## src/rtl/jls_pkg.sv

```systemverilog
package jls_pkg;

  localparam int MAX_COLS   = 4096;
  localparam int COL_W      = $clog2(MAX_COLS);
  localparam int CNT_W      = COL_W + 1;
  localparam int ROW_W      = 16;
  localparam int CC_W       = 13;
  localparam int CMP_W      = (CC_W > CNT_W) ? CC_W : CNT_W;
  localparam int MIN_DIM    = 3;
  localparam int VAL_W      = 32;
  localparam int CHG_W      = 31;
  localparam int SUM_W      = VAL_W + 2;
  localparam int Q_DEPTH    = 8;
  localparam int Q_PTR_W    = $clog2(Q_DEPTH);
  localparam int Q_CNT_W    = Q_PTR_W + 1;
  localparam int CFG_IDX_W  = 1;
  localparam int CFG_DATA_W = 16;

  typedef enum logic [CFG_IDX_W-1:0] {
    CFG_ROW_COUNT = 1'b0,
    CFG_COL_COUNT = 1'b1
  } jls_cfg_idx_t;

  typedef struct packed {
    logic has_out;
    logic interior;
    logic last_row;
    logic last_col;
  } jls_flags_t;

  typedef struct packed {
    logic [VAL_W-1:0] new_value;
    logic [VAL_W-1:0] border_value;
    logic [CHG_W-1:0] max_change;
    logic             two;
    logic             sweep_end;
  } jls_entry_t;

endpackage

```

## src/rtl/jls_out_queue.sv

```systemverilog
module jls_out_queue (
  input  logic                               clk,
  input  logic                               rst_n,
  input  logic                               push,
  input  jls_pkg::jls_entry_t                push_entry,
  input  logic                               out_stall,
  output logic                               out_valid,
  output logic signed [jls_pkg::VAL_W-1:0]   out_new_value,
  output logic [jls_pkg::CHG_W-1:0]          out_max_change,
  output logic                               out_sweep_end,
  output logic                               out_run_end,
  output logic [jls_pkg::Q_CNT_W-1:0]        level
);
  import jls_pkg::*;

  jls_entry_t         mem [Q_DEPTH];
  jls_entry_t         head;
  logic [Q_PTR_W-1:0] wr_ptr_r, wr_ptr_nxt;
  logic [Q_PTR_W-1:0] rd_ptr_r, rd_ptr_nxt;
  logic [Q_CNT_W-1:0] level_r, level_nxt;
  logic               half_r, half_nxt;
  logic               take;
  logic               done;

  assign head      = mem[rd_ptr_r];
  assign out_valid = (level_r != '0);
  assign take      = out_valid && !out_stall;
  // an entry of the last row carries two words: stencil cell, then border cell
  assign done      = take && (!head.two || half_r);

  always_comb begin
    wr_ptr_nxt = push ? wr_ptr_r + Q_PTR_W'(1) : wr_ptr_r;
    rd_ptr_nxt = done ? rd_ptr_r + Q_PTR_W'(1) : rd_ptr_r;
    level_nxt  = level_r + Q_CNT_W'(push) - Q_CNT_W'(done);
    half_nxt   = take ? !done : half_r;
  end

  always_ff @(posedge clk) begin
    if (!rst_n) begin
      wr_ptr_r <= '0;
      rd_ptr_r <= '0;
      level_r  <= '0;
      half_r   <= 1'b0;
    end else begin
      wr_ptr_r <= wr_ptr_nxt;
      rd_ptr_r <= rd_ptr_nxt;
      level_r  <= level_nxt;
      half_r   <= half_nxt;
    end
  end

  always_ff @(posedge clk) begin
    if (push) begin
      mem[wr_ptr_r] <= push_entry;
    end
  end

  assign out_new_value  = half_r ? head.border_value : head.new_value;
  assign out_max_change = head.max_change;
  assign out_sweep_end  = half_r && head.sweep_end;
  assign out_run_end    = half_r || !head.two;
  assign level          = level_r;

endmodule

```

## config.mk

```make
export PLATFORM = sky130hd
export DESIGN_NAME = jls_out_queue
export DESIGN_NICKNAME = d
export VERILOG_FILES = /design/src/rtl/jls_pkg.sv /design/src/rtl/jls_out_queue.sv
export SDC_FILE = /design/constraint.sdc
export NUM_CORES = 1
export LEC_CHECK = 0
export BUFFER_PORTS_ARGS = -buffer_cell sky130_fd_sc_hd__buf_2
export CORE_ASPECT_RATIO = 0.7
export CORE_UTILIZATION = 26
export DETAILED_ROUTE_END_ITERATION = 7
export PLACE_DENSITY_LB_ADDON = 0.15
export SKIP_LAST_GASP = 1
export SYNTH_ARGS = -nofsm -noshare
export SYNTH_HDL_FRONTEND = slang
export SYNTH_SLANG_ARGS = --single-unit
```

## constraint.sdc

```tcl
create_clock -name clk -period 11.5 [get_ports clk]
set_input_delay 1.725 -clock clk [delete_from_list [all_inputs] [get_ports clk]]
set_output_delay 1.725 -clock clk [all_outputs]
set_load 0.01 [all_outputs]
```

==> metrics <==
number of slew-limit violations in the final report 0; Max-Cap Viols 0; worst skew pair latency between 0.6 and 0.7 ns; placed cells 2900; largest net degree at the start of global routing about 110; CP Max Fanout 60; Synth Area in Simple Gates 0.0200; Yosys warning count 0; R2R cell count 12; fin area approximately 35000 um^2; CTS buffer count 84; Mapped Avg Cell Area 23.9 um^2; Leak around 11 nW; Data arrival, critical path between 4 and 5 ns; startpoint class of the critical path flip-flop; total wire length 71300 um; final hold vios 0; setup TNS 0 ns; GRT Total Usage 0.124; clock root buffer clkbuf_16; Peak VDD IR 0.175 mV; row count 103; dpl ws approximately 6.2 ns; Hold Crit Start rd_ptr_r[1]$_SDFFE_PN0N_; mux cell area share after synthesis 0.171; HP Class reg2reg; placeable core region ~110000 um^2; Non-Filler Instances 3051; htree depth 3; CTS tree done; DIE WIDTH between 400 and 500 um; Post-route DRC 0; R2R Setup Slk approximately 7 ns; die area roughly 120000 um^2; Synth Area in Adders 0.00360; Cells after Synth approximately 1200; crit share post-route 0.505; Core Util, Final 0.311; Worst-path clk slew 0.06 ns; Die Ht about 290 um; outcome finished, final reports clean; global-route wire length before repair a little over 100000 um; setup violators final 0; Final nets 1573; routed vias/inst 4.37; Routed Antenna Nets 0; Starting Density 0.264; Hold-fix buffers, CTS 0; Worst EP required 9.78 ns; area of placed instances around 33000 um^2; Crit Path Category reg2out; post-route minimum period 5.80 ns; DRT iter0 DRCs 661; share of synthesized registers carrying an async set or reset 0; DRT Pass-1 Iters 4; Max Clock Skew approximately 0.020 ns; Mapped Nets 1357; FF+latch count, synth ~800; hold depth 2; number of global-route vias before repair around 14000; detailed-route via count around 13000; Final GP Congestion about 0.66; Fillers between 10000 and 15000; PostCTS Resize Cnt 0; Syn Std Cell Area approximately 30000 um^2; Top Ports 171; Unique masters post-synth 35; max_slew headroom 0.319; fmax about 0.17 GHz; pwr/cell area 208 nW/um^2; post-CTS setup buffer count 0; commonest register cell after synthesis edfxtp_1; Least-Margin Pin Slew just over 1 ns; Seq/Total Area, Yosys 0.789; GRT overflow 0; number of port buffers between 150 and 200; EDFF count, synth between 700 and 800; largest family of logic cells by synthesized area multiplexers; deepest clock path buffer count 3; Post-Synth XOR/XNOR Area 0.00117; share of layout cells above drive strength 1 0.356; RSZ-0062 raised after global routing no; compound-gate portion of the synthesized area 0.00272; Sink Count 790; per-cell routed wire length approximately 23 um; setup slack after layout 5.70 ns; antenna violations before repair 17; Layout Area Growth over Synthesis 17.8%; detailed placer's ending HPWL approximately 35000 um; crit end category output port
[Yosys cell counts, types with 2 or more instances]
master	number	area [um^2]
dfxtp_1	14	280
nor2_1	9	33.8
nand2_1	104	390
buf_4	2	15.0
edfxtp_1	776	23300
o2111ai_1	3	26.3
buf_1	10	37.5
mux2i_1	3	30.0
nand4b_1	2	17.5
nor2b_1	3	18.8
inv_1	9	33.8
buf_6	11	124
nor3_1	3	15.0
clkbuf_1	15	56.3
ha_1	7	87.6
buf_2	21	105
xor2_1	2	17.5
xnor2_1	2	17.5
and2_1	6	37.5
nand4_1	2	12.5
or3b_1	2	17.5
mux4_2	225	5070
nand2b_1	5	31.3
[per-stage QoR]
step	total power, mW	hold WS, ns
3_5_place_dp	4.86	0.556
4_1_cts	7.50	0.560
3_3_place_gp	4.85	0.535
5_1_grt	7.68	0.612
6_report	7.33	0.553
2_1_floorplan	4.41	0.521
[routing by layer]
layer	up-vias	GRT usage	wire length, um
li1	5716	-	-
met1	7265	0.162	31800
met2	231	0.205	35000
met3	114	0.0318	3060
met4	18	0.0312	1250
met5	-	0	122
[cell families after synthesis]
group / Yosys count
AOI/OAI and AO/OA: 10
xor gates and xnor gates: 4
adders and majority gates: 8
buffers and inverters: 69
DFF: 790
muxes: 228
and+or+nand+nor: 139
[worst paths after layout]
kind                    endpoint
min reg2reg            flip-flop
max reg2reg  level[2]$_SDFF_PN0_
max             out_new_value[9]
min                    flip-flop
[registers in the layout (all words and copies together) (netlist names), named ones only]
name,count
half_r,1
level,4
mem,776
rd_ptr_r,3
wr_ptr_r,3
[layout make-up]
class                      count  area [um^2]  area share
sequential                   790        23600       0.671
multi-input combinational    389         5970       0.170
clock buffer                  95         2140      0.0609
tap                         1522         1900      0.0541
timing repair buffer         189         1070      0.0304
clock inverter                54          459      0.0130
inverter                      10         37.5     0.00107
antenna                        2         5.00    0.000142
[power breakdown]
group	switching, mW	internal [mW]
clock network	1.12	1.48
logic	0.674	0.715
registers	0.0925	3.25
total	1.89	5.44
[critical path, cell delays in order (launching register included)]
cell and delay (ns):
dfxtp_4 0.68, buf_4 0.83, buf_4 0.68, mux4_2 0.41, mux4_2 0.52, buf_2 0.17
[cell usage in the layout, fill, tap and decap left out, drive strengths merged, types with 5 or more instances in the layout]
cell / netlist / routed
nand2: 104 / 104
mux4: 225 / 225
edfxtp: 776 / 776
nor2: 9 / 9
and2: 6 / 6
buf: 44 / 189
inv: 9 / 13
dfxtp: 14 / 14
bufinv: 0 / 6
clkinv: 1 / 43
clkbuf: 15 / 95
nand2b: 5 / 5
ha: 7 / 7
Note: power is estimated with default switching activity, not from simulation.
